## config.mk

```make
export PLATFORM = sky130hd
export DESIGN_NAME = center_crop_gray_converter
export DESIGN_NICKNAME = d
export VERILOG_FILES = /design/src/rtl/core/ccg_pkg.sv /design/src/rtl/core/ccg_window.sv /design/src/rtl/core/center_crop_gray_converter.sv
export VERILOG_INCLUDE_DIRS = /design/src /design/src/rtl/core
export SDC_FILE = /design/constraint.sdc
export NUM_CORES = 1
export LEC_CHECK = 0
export ABC_AREA = 1
export BUFFER_PORTS_ARGS = -buffer_cell sky130_fd_sc_hd__buf_2
export CAP_MARGIN = 0
export CORE_ASPECT_RATIO = 1.25
export CORE_UTILIZATION = 55
export DETAILED_ROUTE_END_ITERATION = 6
export PLACE_DENSITY = 0.72
export REMOVE_ABC_BUFFERS = 1
export SLEW_MARGIN = 10
export SYNTH_ARGS = -nofsm -noshare
export SYNTH_HDL_FRONTEND = slang
export SYNTH_SLANG_ARGS = --single-unit
```

## constraint.sdc

```tcl
create_clock -name clk -period 4.58 [get_ports clk]
set_input_delay 0.458 -clock clk [delete_from_list [all_inputs] [get_ports clk]]
set_output_delay 0.458 -clock clk [all_outputs]
set_load 0.01 [all_outputs]
```

## src/rtl/core/center_crop_gray_converter_defines.svh

```systemverilog
// ----------------------------------------------------------------------------
// center_crop_gray_converter_defines.svh
// Assertion macros shared by the crop and gray converter RTL.
// ----------------------------------------------------------------------------
`ifndef CENTER_CROP_GRAY_CONVERTER_DEFINES_SVH
`define CENTER_CROP_GRAY_CONVERTER_DEFINES_SVH

// Property that must hold at every clock edge outside reset
`define CCG_ASSERT_ALWAYS(label, prop, msg) \
    label: assert property (@(posedge clk) disable iff (!rst_n) (prop)) else $error(msg);

// Implication checked in the cycle after the trigger
`define CCG_ASSERT_NEXT(label, trig, cons, msg) \
    label: assert property (@(posedge clk) disable iff (!rst_n) (trig) |=> (cons)) \
        else $error(msg);

`endif

```

## src/rtl/core/ccg_pkg.sv

```systemverilog
// ----------------------------------------------------------------------------
// ccg_pkg
// Types, register codes and gray conversion constants for the center crop
// gray converter.
// ----------------------------------------------------------------------------
package ccg_pkg;

    // Configuration port
    localparam int CFG_IDX_W  = 2;
    localparam int CFG_DATA_W = 12;

    typedef enum logic [CFG_IDX_W-1:0] {
        REG_FRAME_WIDTH  = 2'd0,
        REG_FRAME_HEIGHT = 2'd1,
        REG_CROP_EDGE    = 2'd2,
        REG_PIXEL_FORMAT = 2'd3
    } cfg_reg_t;

    // Register reset values
    localparam logic [CFG_DATA_W-1:0] RST_FRAME_WIDTH  = 12'd400;
    localparam logic [CFG_DATA_W-1:0] RST_FRAME_HEIGHT = 12'd296;
    localparam logic [CFG_DATA_W-1:0] RST_CROP_EDGE    = 12'd96;
    localparam logic                  RST_PIXEL_FORMAT = 1'b1;

    // Pixel formats
    localparam logic FMT_GRAY   = 1'b0;
    localparam logic FMT_RGB565 = 1'b1;

    // Gray weighting: (30 r + 59 g + 11 b) / 100, sum fits 15 bits (max 25036)
    localparam int SUM_W = 15;
    localparam logic [SUM_W-1:0] W_RED   = 15'd30;
    localparam logic [SUM_W-1:0] W_GREEN = 15'd59;
    localparam logic [SUM_W-1:0] W_BLUE  = 15'd11;
    localparam int GRAY_DIV = 100;

    // Divide by 100 as multiply by ceil(2^19/100), exact for sums below 43690
    localparam int RECIP_SHIFT = 19;
    localparam int RECIP_W     = 13;
    localparam logic [RECIP_W-1:0] RECIP_MUL =
        RECIP_W'(((1 << RECIP_SHIFT) + GRAY_DIV - 1) / GRAY_DIV);
    localparam int PROD_W = SUM_W + RECIP_W;

    // Channel masks
    localparam logic [4:0] MASK5 = 5'h1F;
    localparam logic [5:0] MASK6 = 6'h3F;

    // Request payloads
    typedef struct packed {
        logic [15:0] pixel_word;
        logic        frame_first;
    } pix_in_t;

    typedef struct packed {
        logic [7:0] gray_level;
        logic       crop_last;
        logic       crop_error;
    } gray_out_t;

    // Window decision for one pixel
    typedef struct packed {
        logic emit;
        logic last;
        logic err;
    } win_t;

    // Weighted channel sum of one RGB565 word, channels widened to 8 bits
    function automatic logic [SUM_W-1:0] rgb_weight_sum(input logic [15:0] word);
        logic [7:0] r8;
        logic [7:0] g8;
        logic [7:0] b8;
        r8 = {word[15:11] & MASK5, 3'b000};
        g8 = {word[10:5] & MASK6, 2'b00};
        b8 = {word[4:0] & MASK5, 3'b000};
        return SUM_W'(r8) * W_RED + SUM_W'(g8) * W_GREEN + SUM_W'(b8) * W_BLUE;
    endfunction

endpackage

```

## src/rtl/core/ccg_window.sv

```systemverilog
// ----------------------------------------------------------------------------
// ccg_window
// Column and row counters and the centered crop window decision.
// ----------------------------------------------------------------------------
module ccg_window import ccg_pkg::*; #(
    parameter int MAX_DIM = 2048
) (
    input  logic                  clk,
    input  logic                  rst_n,
    input  logic                  advance,
    input  logic                  first,
    input  logic [CFG_DATA_W-1:0] frame_width,
    input  logic [CFG_DATA_W-1:0] frame_height,
    input  logic [CFG_DATA_W-1:0] crop_edge,
    output win_t                  win
);

    localparam int DIM_W = $clog2(MAX_DIM + 1);
    localparam int CNT_W = $clog2(MAX_DIM);
    localparam int EXT_W = (DIM_W > CFG_DATA_W) ? DIM_W : CFG_DATA_W;
    localparam logic [EXT_W-1:0] MAX_EXT = EXT_W'(MAX_DIM);

    logic [CNT_W-1:0] col_reg, col_next;
    logic [CNT_W-1:0] row_reg, row_next;

    logic [EXT_W-1:0] w_ext, h_ext, c_ext;
    logic [DIM_W-1:0] w, h, c;
    logic [DIM_W-1:0] col, row;
    logic [DIM_W-1:0] sx, sy, ex, ey;
    logic [DIM_W-1:0] col_inc, row_inc;
    logic             err, in_window;

    // Effective dimensions: zero or oversize maps to MAX_DIM, crop capped
    always_comb
    begin
        w_ext = EXT_W'(frame_width);
        h_ext = EXT_W'(frame_height);
        c_ext = EXT_W'(crop_edge);
        w = (w_ext == '0 || w_ext > MAX_EXT) ? DIM_W'(MAX_DIM) : DIM_W'(w_ext);
        h = (h_ext == '0 || h_ext > MAX_EXT) ? DIM_W'(MAX_DIM) : DIM_W'(h_ext);
        c = (c_ext > MAX_EXT) ? DIM_W'(MAX_DIM) : DIM_W'(c_ext);
    end

    // Position of this pixel; first mark forces the origin
    assign col = first ? '0 : DIM_W'(col_reg);
    assign row = first ? '0 : DIM_W'(row_reg);

    // Window bounds, valid only when the crop fits
    assign err       = (c > w) || (c > h);
    assign sx        = (w - c) >> 1;
    assign sy        = (h - c) >> 1;
    assign ex        = sx + c;
    assign ey        = sy + c;
    assign in_window = (col >= sx) && (col < ex) && (row >= sy) && (row < ey);

    always_comb
    begin
        win.err  = err;
        win.emit = err || ((c != '0) && in_window);
        win.last = !err && (col == ex - 1'b1) && (row == ey - 1'b1);
    end

    // Raster advance with wrap at the effective frame size
    assign col_inc = col + 1'b1;
    assign row_inc = row + 1'b1;

    always_comb
    begin
        if (col_inc >= w)
        begin
            col_next = '0;
            row_next = (row_inc >= h) ? '0 : CNT_W'(row_inc);
        end
        else
        begin
            col_next = CNT_W'(col_inc);
            row_next = CNT_W'(row);
        end
    end

    always_ff @(posedge clk or negedge rst_n)
    begin
        if (!rst_n)
        begin
            col_reg <= '0;
            row_reg <= '0;
        end
        else if (advance)
        begin
            col_reg <= col_next;
            row_reg <= row_next;
        end
    end

endmodule

```

## src/rtl/core/center_crop_gray_converter.sv

```systemverilog
// ----------------------------------------------------------------------------
// center_crop_gray_converter
// Crops a centered square out of a raster pixel stream and emits 8-bit gray.
//
//   channel  direction  handshake                 payload
//   pixel    in         pixel_valid / pixel_stall pix_in_t   (word, first)
//   gray     out        gray_valid / gray_stall   gray_out_t (level, last, err)
//   cfg      in         cfg_valid / cfg_ready     cfg_index, cfg_data
//
// One pixel is accepted every cycle while pixel_stall is low; each result passes
// the window/sum stage and then the divide-by-100 output stage.
// Pixels outside the window leave the pipe without a result.
// Reset clears the counters, stage valids and loads the register defaults;
// no clearing pass. A gray stall holds the output register; pixel_stall
// rises only when both stages are full and the output is stalled.
// cfg_ready is always high.
// ----------------------------------------------------------------------------
`include "center_crop_gray_converter_defines.svh"

module center_crop_gray_converter import ccg_pkg::*; #(
    parameter int MAX_DIM = 2048
) (
    input  logic                  clk,
    input  logic                  rst_n,
    input  logic                  pixel_valid,
    output logic                  pixel_stall,
    input  pix_in_t               pixel,
    output logic                  gray_valid,
    input  logic                  gray_stall,
    output gray_out_t             gray,
    input  logic                  cfg_valid,
    output logic                  cfg_ready,
    input  logic [CFG_IDX_W-1:0]  cfg_index,
    input  logic [CFG_DATA_W-1:0] cfg_data
);

    // Configuration registers
    logic [CFG_DATA_W-1:0] frame_width_reg;
    logic [CFG_DATA_W-1:0] frame_height_reg;
    logic [CFG_DATA_W-1:0] crop_edge_reg;
    logic                  pixel_format_reg;

    // Stage 1: window decision and weighted sum
    logic             s1_valid_reg, s1_valid_next;
    logic             s1_emit_reg;
    logic             s1_last_reg;
    logic             s1_err_reg;
    logic             s1_rgb_reg;
    logic [SUM_W-1:0] s1_value_reg;

    // Stage 2: output register
    logic      out_valid_reg, out_valid_next;
    gray_out_t out_reg;

    logic              s1_load, s2_load;
    logic              cfg_write;
    win_t              win;
    logic [PROD_W-1:0] prod;
    logic [7:0]        level;

    assign cfg_ready = 1'b1;
    assign cfg_write = cfg_valid && cfg_ready;

    // Register writes
    always_ff @(posedge clk or negedge rst_n)
    begin
        if (!rst_n)
        begin
            frame_width_reg  <= RST_FRAME_WIDTH;
            frame_height_reg <= RST_FRAME_HEIGHT;
            crop_edge_reg    <= RST_CROP_EDGE;
            pixel_format_reg <= RST_PIXEL_FORMAT;
        end
        else if (cfg_write)
        begin
            case (cfg_reg_t'(cfg_index))
                REG_FRAME_WIDTH:  frame_width_reg  <= cfg_data;
                REG_FRAME_HEIGHT: frame_height_reg <= cfg_data;
                REG_CROP_EDGE:    crop_edge_reg    <= cfg_data;
                REG_PIXEL_FORMAT: pixel_format_reg <= cfg_data[0];
                default:          ;
            endcase
        end
    end

    // Pipeline flow
    assign s2_load     = !out_valid_reg || !gray_stall;
    assign pixel_stall = s1_valid_reg && !s2_load;
    assign s1_load     = pixel_valid && !pixel_stall;

    // Counters and window
    ccg_window #(
        .MAX_DIM (MAX_DIM)
    ) u_window (
        .clk          (clk),
        .rst_n        (rst_n),
        .advance      (s1_load),
        .first        (pixel.frame_first),
        .frame_width  (frame_width_reg),
        .frame_height (frame_height_reg),
        .crop_edge    (crop_edge_reg),
        .win          (win)
    );

    always_comb
    begin
        s1_valid_next = s1_valid_reg;
        if (s1_load)
            s1_valid_next = 1'b1;
        else if (s2_load)
            s1_valid_next = 1'b0;
    end

    // Stage 1 payload
    always_ff @(posedge clk)
    begin
        if (s1_load)
        begin
            s1_emit_reg <= win.emit;
            s1_last_reg <= win.last;
            s1_err_reg  <= win.err;
            if (win.err)
            begin
                s1_rgb_reg   <= FMT_GRAY;
                s1_value_reg <= '0;
            end
            else if (pixel_format_reg == FMT_RGB565)
            begin
                s1_rgb_reg   <= FMT_RGB565;
                s1_value_reg <= rgb_weight_sum(pixel.pixel_word);
            end
            else
            begin
                s1_rgb_reg   <= FMT_GRAY;
                s1_value_reg <= SUM_W'(pixel.pixel_word[7:0]);
            end
        end
    end

    // Stage 2: divide by 100 through the reciprocal for RGB565 sums; gray passes through
    assign prod  = PROD_W'(s1_value_reg) * PROD_W'(RECIP_MUL);
    assign level = s1_rgb_reg ? prod[RECIP_SHIFT +: 8] : s1_value_reg[7:0];

    always_comb
    begin
        out_valid_next = out_valid_reg;
        if (s2_load)
            out_valid_next = s1_valid_reg && s1_emit_reg;
    end

    always_ff @(posedge clk)
    begin
        if (s2_load)
        begin
            out_reg.gray_level <= level;
            out_reg.crop_last  <= s1_last_reg;
            out_reg.crop_error <= s1_err_reg;
        end
    end

    // Stage valids
    always_ff @(posedge clk or negedge rst_n)
    begin
        if (!rst_n)
        begin
            s1_valid_reg  <= 1'b0;
            out_valid_reg <= 1'b0;
        end
        else
        begin
            s1_valid_reg  <= s1_valid_next;
            out_valid_reg <= out_valid_next;
        end
    end

    assign gray_valid = out_valid_reg;
    assign gray       = out_reg;

    // Checks
    `CCG_ASSERT_ALWAYS(a_err_clean,
        !(gray_valid && gray.crop_error) || (gray.gray_level == 8'd0 && !gray.crop_last),
        "error result carries gray or last")
    `CCG_ASSERT_ALWAYS(a_stall_full, !pixel_stall || s1_valid_reg,
        "pixel stall with stage 1 empty")
    `CCG_ASSERT_NEXT(a_emit_moves, s2_load && s1_valid_reg && s1_emit_reg, gray_valid,
        "emitting pixel lost between stages")
    `CCG_ASSERT_NEXT(a_drop_silent, s2_load && !(s1_valid_reg && s1_emit_reg), !gray_valid,
        "result invented for a pixel outside the window")

endmodule
```

==> impl_metrics.tcl, run 1 <==
set metrics [dict create \
    status "finished, violations left" \
    violations "negative setup slack" \
    grt_pass1_vias 14812 \
    clock_latency_ps 380 \
    synthSimpleGateAreaFrac_pct 21.65 \
    yosysTopAreaCellShare_pct 22.96 \
    dp_hpwl_um 34920 \
    yosysTopAreaCell "ha_1" \
    cp_max_fo 4 \
    initial_utilization_pct 56.08 \
    vias 15288 \
    grt.overflow.total 0 \
    cts.sinks 90 \
    synth_top_family_by_area "adder cells" \
    cp_common_cell "fa_1" \
    track_usage_pct 31.66 \
    yosys-top-cells-count "425 x inv_1, 373 x nand2_1, 277 x ha_1" \
    max-slew-margin-rel_pct 35.34 \
    skew_ps 19.64 \
    fin_util_pct 75.02 \
    num-fill-cells 1929 \
    finalNetCount 2814 \
    routed_wl_um 49220 \
    grt_pass1_wl_um 70310 \
    grt_start_max_net_pins 62 \
    cp-start-kind "flop" \
    rsz0062_at_grt "true" \
    seqCellArea_mm2 0.002409 \
    slew_viol_final 0 \
    hp-class "in2async" \
    ys.flop_type "dfrtp_1" \
    yosysWarnings 0 \
    reg2reg_depth 17 \
    path_cells "buf_4 > fa_1 > ha_1 > inv_1 > fa_1 > inv_1 > fa_1 > fa_1 > ha_4 > a21oi_4 > buf_4 > o211ai_1 > nand2_1 > o211ai_1 > or2_4 > nand3_2 > o21ai_2" \
    ioPinCount 49 \
    initialDrtViolationCount 1090 \
    syn_to_final_growth_pct 33.77 \
    min_period_ps 5085 \
    syn-instance-count 2013 \
    cts_hold_buffers 0 \
    async_flop_share_pct 67.78 \
    dieArea_mm2 0.02811 \
    worst_ep_arrival_time_ps 5180 \
    finalSetupViolCount 10 \
    synth_edf_count 29 \
    synthMuxAreaShare_pct 0 \
    synth-seq-cells 90 \
    antenna_found_initial 1 \
    rrSetupSlack_ps -510 \
    crit_buf_inv 4 \
    clk_pin_slew_ps 80 \
    worst_pin_slew_ps 968.5 \
    hold_viol 0 \
    synth.most_common_cell "inv_1" \
    cap_violations 0 \
    crit_family "adder cells" \
    drive_above_1_share_pct 30.10 \
    clockRootBuffer "clkbuf_16" \
    route.antenna.remaining_nets 0 \
    fin_ws_ps -505.1 \
    cts_buffers 9 \
    viasPerCell 5.559 \
    num_antenna_cells 0 \
    max_stage_delay_ps 660 \
    worst-setup-path-type "reg2reg" \
    multiInputGateArea_mm2 0.01241 \
    seq_area_frac_synth_pct 15.96 \
    cp_slowest_cell "fa_1" \
    yosys-top-cells-area "ha_1 23%, fa_1 13%, inv_1 11%" \
    die_h_um 187.2 \
    fmax_mhz 196.7 \
    drt_first_pass_iters 6 \
    cts_max_level 3 \
    r2r-end "gray[8]" \
    synthesis.area_mm2 0.01509 \
    synth_fa_ha_area_share_pct 36.36 \
    largest_reg_flops 15 \
    core-area_mm2 0.02691 \
    clock_path_buffers 2 \
    fp-row-count 67 \
    gp_congestion 0.9750 \
    ys_types 54 \
    drcViolationCount 0 \
    synth_xor_area_share_pct 3.897 \
    synth_compound_area_share_pct 10.76 \
    timing.rr.start "s1_value_reg[7]" \
    tritoncts "yes" \
    cp-end-kind "flop" \
    io_buffers 47 \
    avgSynthCellArea_um2 7.497 \
    post-route-period-util_pct 111.0 \
    worstPathRequired_ps 4670 \
    avgRoutedWirePerCell_um 17.90 \
    fp.dieW_um 150.2 \
]
==> stage by stage <==
step	hold slack, ps	TNS, ps	setup WS (ps)	area (um2)	instances
detailed placement	415.9	-3746	-607.0	17640	2647
global route	353.9	-4313	-556.8	20190	2750
CTS	286.4	-209.1	-96.46	18940	2714
floorplan	162.4	-242.3	-160.3	15020	1996
global placement	400.5	-2269	-366.9	17640	2647
finish	267.2	-3381	-505.1	20190	2750
==> cells by family after synthesis <==
group                      Yosys count
buffers and inverters              453
adders and majority gates          378
other                                1
and+or+nand+nor                    736
AOI/OAI and AO/OA                  291
xor gates and xnor gates            64
DFF                                 90
==> worst max path at each step <==
stage	startpoint	end	slack, ps	cells past startpoint
2_1_floorplan	pixel[6]	s1_value_reg[13]	-160	20
3_3_place_gp	pixel[6]	s1_value_reg[14]	-370	19
3_5_place_dp	pixel[6]	s1_value_reg[14]	-610	19
4_1_cts	frame_width_reg[5]	s1_emit_reg	-100	35
5_1_grt	s1_value_reg[7]	gray[8]	-560	17
6_report	s1_value_reg[7]	gray[8]	-510	17
==> cell usage in the layout, fill, tap and decap left out, types with 10 or more instances in the layout <==
cell	netlist	final
nand2_2	17	51
nand3_2	4	14
fa_2	0	10
buf_6	1	27
xnor2_1	22	19
o211ai_1	13	13
edfxtp_1	29	29
o21ai_1	3	22
fa_1	101	91
a21oi_1	110	76
nand3_1	125	115
xor2_1	40	33
nor2_2	10	22
nand2_4	4	16
ha_4	0	47
nand4_1	26	26
dfrtp_1	52	52
a21oi_2	0	27
nand2_1	373	327
buf_4	1	316
clkbuf_16	0	10
nor2_4	2	15
inv_2	11	38
o21ai_0	114	86
inv_1	425	396
nor2_1	130	105
buf_2	1	45
ha_1	277	226
nor3_2	6	11
a21o_1	16	16
==> metal layers <==
metal | track usage, % | vias up | part of all wire, %
li1 | - | 7270 | -
met1 | 40.92 | 7190 | 40
met2 | 54.26 | 626 | 49
met3 | 3.341 | 200 | 6.3
met4 | 11.42 | 2 | 5.1
met5 | 0 | - | 0.018
==> final cells by class <==
class	count	share of cell area [%]
Timing Repair Buffer	393	14.84
Sequential cell	90	11.93
Inverter	436	8.138
Tap cell	345	2.138
Multi-Input combinational cell	1470	61.45
Clock inverter	6	0.3657
Clock buffer	10	1.134
==> what timing repair did <==
action                                  in CTS  in global routing
endpoints found under the setup margin      12                 36
hold endpoints to repair                     0                  0
setup buffers                               51                 42
pin swaps                                   68                158
gates resized for setup                    118                236
gates cloned                                 0                  1
Power of run 1 is left out: the tool's default activity adds up to more than one toggle a clock period on the data nets, which glitch-free logic cannot reach.
==> run 2: changes to the inputs <==
Settings changed: CTS_BUF_LIST set to sky130_fd_sc_hd__clkbuf_4.
==> run 2 against run 1 <==
Effect of this change: the flow still finishes with violations (negative setup slack); die area is the same; cell count down 1.3%; setup slack improved by 280 ps; first-iteration DRC count fell by 12%; global-route usage fell by 1.0 points; sequential share of layout area up 0.45 points; clock skew up 34 ps; largest cell class unchanged.
==> impl_metrics.tcl, run 2 (synthesis results as in run 1) <==
set metrics [dict create \
    finalNetCount 2775 \
    vias 14834 \
    cts_hold_buffers 0 \
    ioPinCount 49 \
    hp-class "in2async" \
    fin_util_pct 72.28 \
    cp_max_fo 4 \
    violations "negative setup slack" \
    grt_pass1_vias 14456 \
    fmax_mhz 208.2 \
    fp-row-count 67 \
    slew_viol_final 0 \
    dp_hpwl_um 34920 \
    fin_tns_setup_ps -1060 \
    cap_violations 0 \
    worst_ep_arrival_time_ps 5030 \
    track_usage_pct 30.63 \
    die_h_um 187.2 \
    layout_common_cells "394 x inv_1, 339 x nand2_1, 289 x buf_4, 229 x ha_1, 117 x nand3_1" \
    gp_congestion 0.9750 \
    largest_reg_flops 15 \
    clock_path_buffers 2 \
    hold_viol 0 \
    rsz0062_at_grt "true" \
    min_period_ps 4804 \
    drt_first_pass_iters 6 \
    cp-end-kind "flop" \
    cts_max_level 3 \
    finalSetupViolCount 8 \
    grt_start_max_net_pins 62 \
    post-route-period-util_pct 104.9 \
    cts_buffers 9 \
    viasPerCell 5.468 \
    grt_pass1_wl_um 67970 \
    worst_pin_slew_ps 947.4 \
    clk_pin_slew_ps 200 \
    tritoncts "yes" \
    avgRoutedWirePerCell_um 16.51 \
    worstPathRequired_ps 4810 \
    max-slew-margin-rel_pct 36.75 \
    status "finished, violations left" \
    clockRootBuffer "clkbuf_4" \
    skew_ps 54.10 \
    syn_to_final_growth_pct 28.88 \
    dieArea_mm2 0.02811 \
    layout_commonest_cell "inv_1" \
    fp.dieW_um 150.2 \
    drcViolationCount 0 \
    io_buffers 47 \
    routed_wl_um 44780 \
    fin_ws_ps -224.0 \
    antenna_found_initial 2 \
    cp-start-kind "flop" \
    core-area_mm2 0.02691 \
    clock_latency_ps 530 \
    initial_utilization_pct 56.08 \
    initialDrtViolationCount 963 \
    drive_above_1_share_pct 27.64 \
    worst-setup-path-type "reg2reg" \
    grt.overflow.total 0 \
    route.antenna.remaining_nets 0 \
    cts.sinks 90 \
]
[run 2: changes by cell type in the layout (fill, tap and decap cells not counted), sizes merged]
cell / delta
diode: +2
clkinvlp: -1
buf: -38
clkbuf: -1
inv: +1
[run 2: layout make-up]
type	instances	area (um2)
fill	2055	7460
tap	345	431.7
inverter	436	1637
sequential	90	2409
clock buffer	10	75.07
clock inverter	6	73.82
timing repair buffer	354	2623
multi-input combinational	1470	12200
antenna	2	5.005
[run 2: worst max-delay path: stages, from the launching register on]
cell,delay (ps)
edfxtp_1,530
buf_6,170
ha_4,270
inv_2,40
fa_1,520
inv_2,40
fa_1,520
inv_2,50
fa_1,480
fa_1,560
inv_2,50
ha_4,300
nand2_2,90
nor2_1,160
nor2_2,60
nand2_1,60
nand3_1,90
nand2_2,110
a21oi_2,70
or2_4,240
nand3_2,70
o21ai_1,80
[run 2: routing by layer]
layer  part of all wire, %  vias to the layer above  wire length [um]  GRT usage, %
li1                      -                     7184                 -             -
met1                    42                     7000             18670         40.36
met2                    48                      507             21600         52.14
met3                   5.6                      143              2517         2.585
met4                   4.5                        0              1997         10.96
met5                     0                        -                 0             0
[run 2: path summary, 6_finish.rpt]
path                                   from             endpoint  slack [ps]  depth (start not counted)
min in group clk                cfg_data[1]   frame_width_reg[1]         210                          3
max                        s1_value_reg[10]              gray[5]        -220                         21
max in group asynchronous             rst_n  u_window.row_reg[1]        3940                          2
min                                   rst_n    crop_edge_reg[11]          70                          2
max reg2reg                s1_value_reg[10]              gray[5]        -220                         21
min reg2reg                      s1_err_reg              gray[0]         450                          0
[run 2: through the flow]
stage                     setup slack [ps]  hold WS (ps)  std cells  area, um2
after floorplan                     -160.3         162.4       1996      15020
after global placement              -366.9         400.5       2647      17640
after detailed placement            -607.0         415.9       2647      17640
after CTS                           -88.26         86.31       2690      18500
after global routing                -512.2         140.6       2713      19450
final                               -224.0         69.07       2713      19450
[run 2: repair_timing]
item | in CTS | in global routing
endpoints found under the setup margin | 10 | 14
setup buffers | 27 | 24
pin swaps | 63 | 146
hold endpoints to repair | 0 | 0
resized for setup | 98 | 193
Power of run 2 is left out for the same reason.
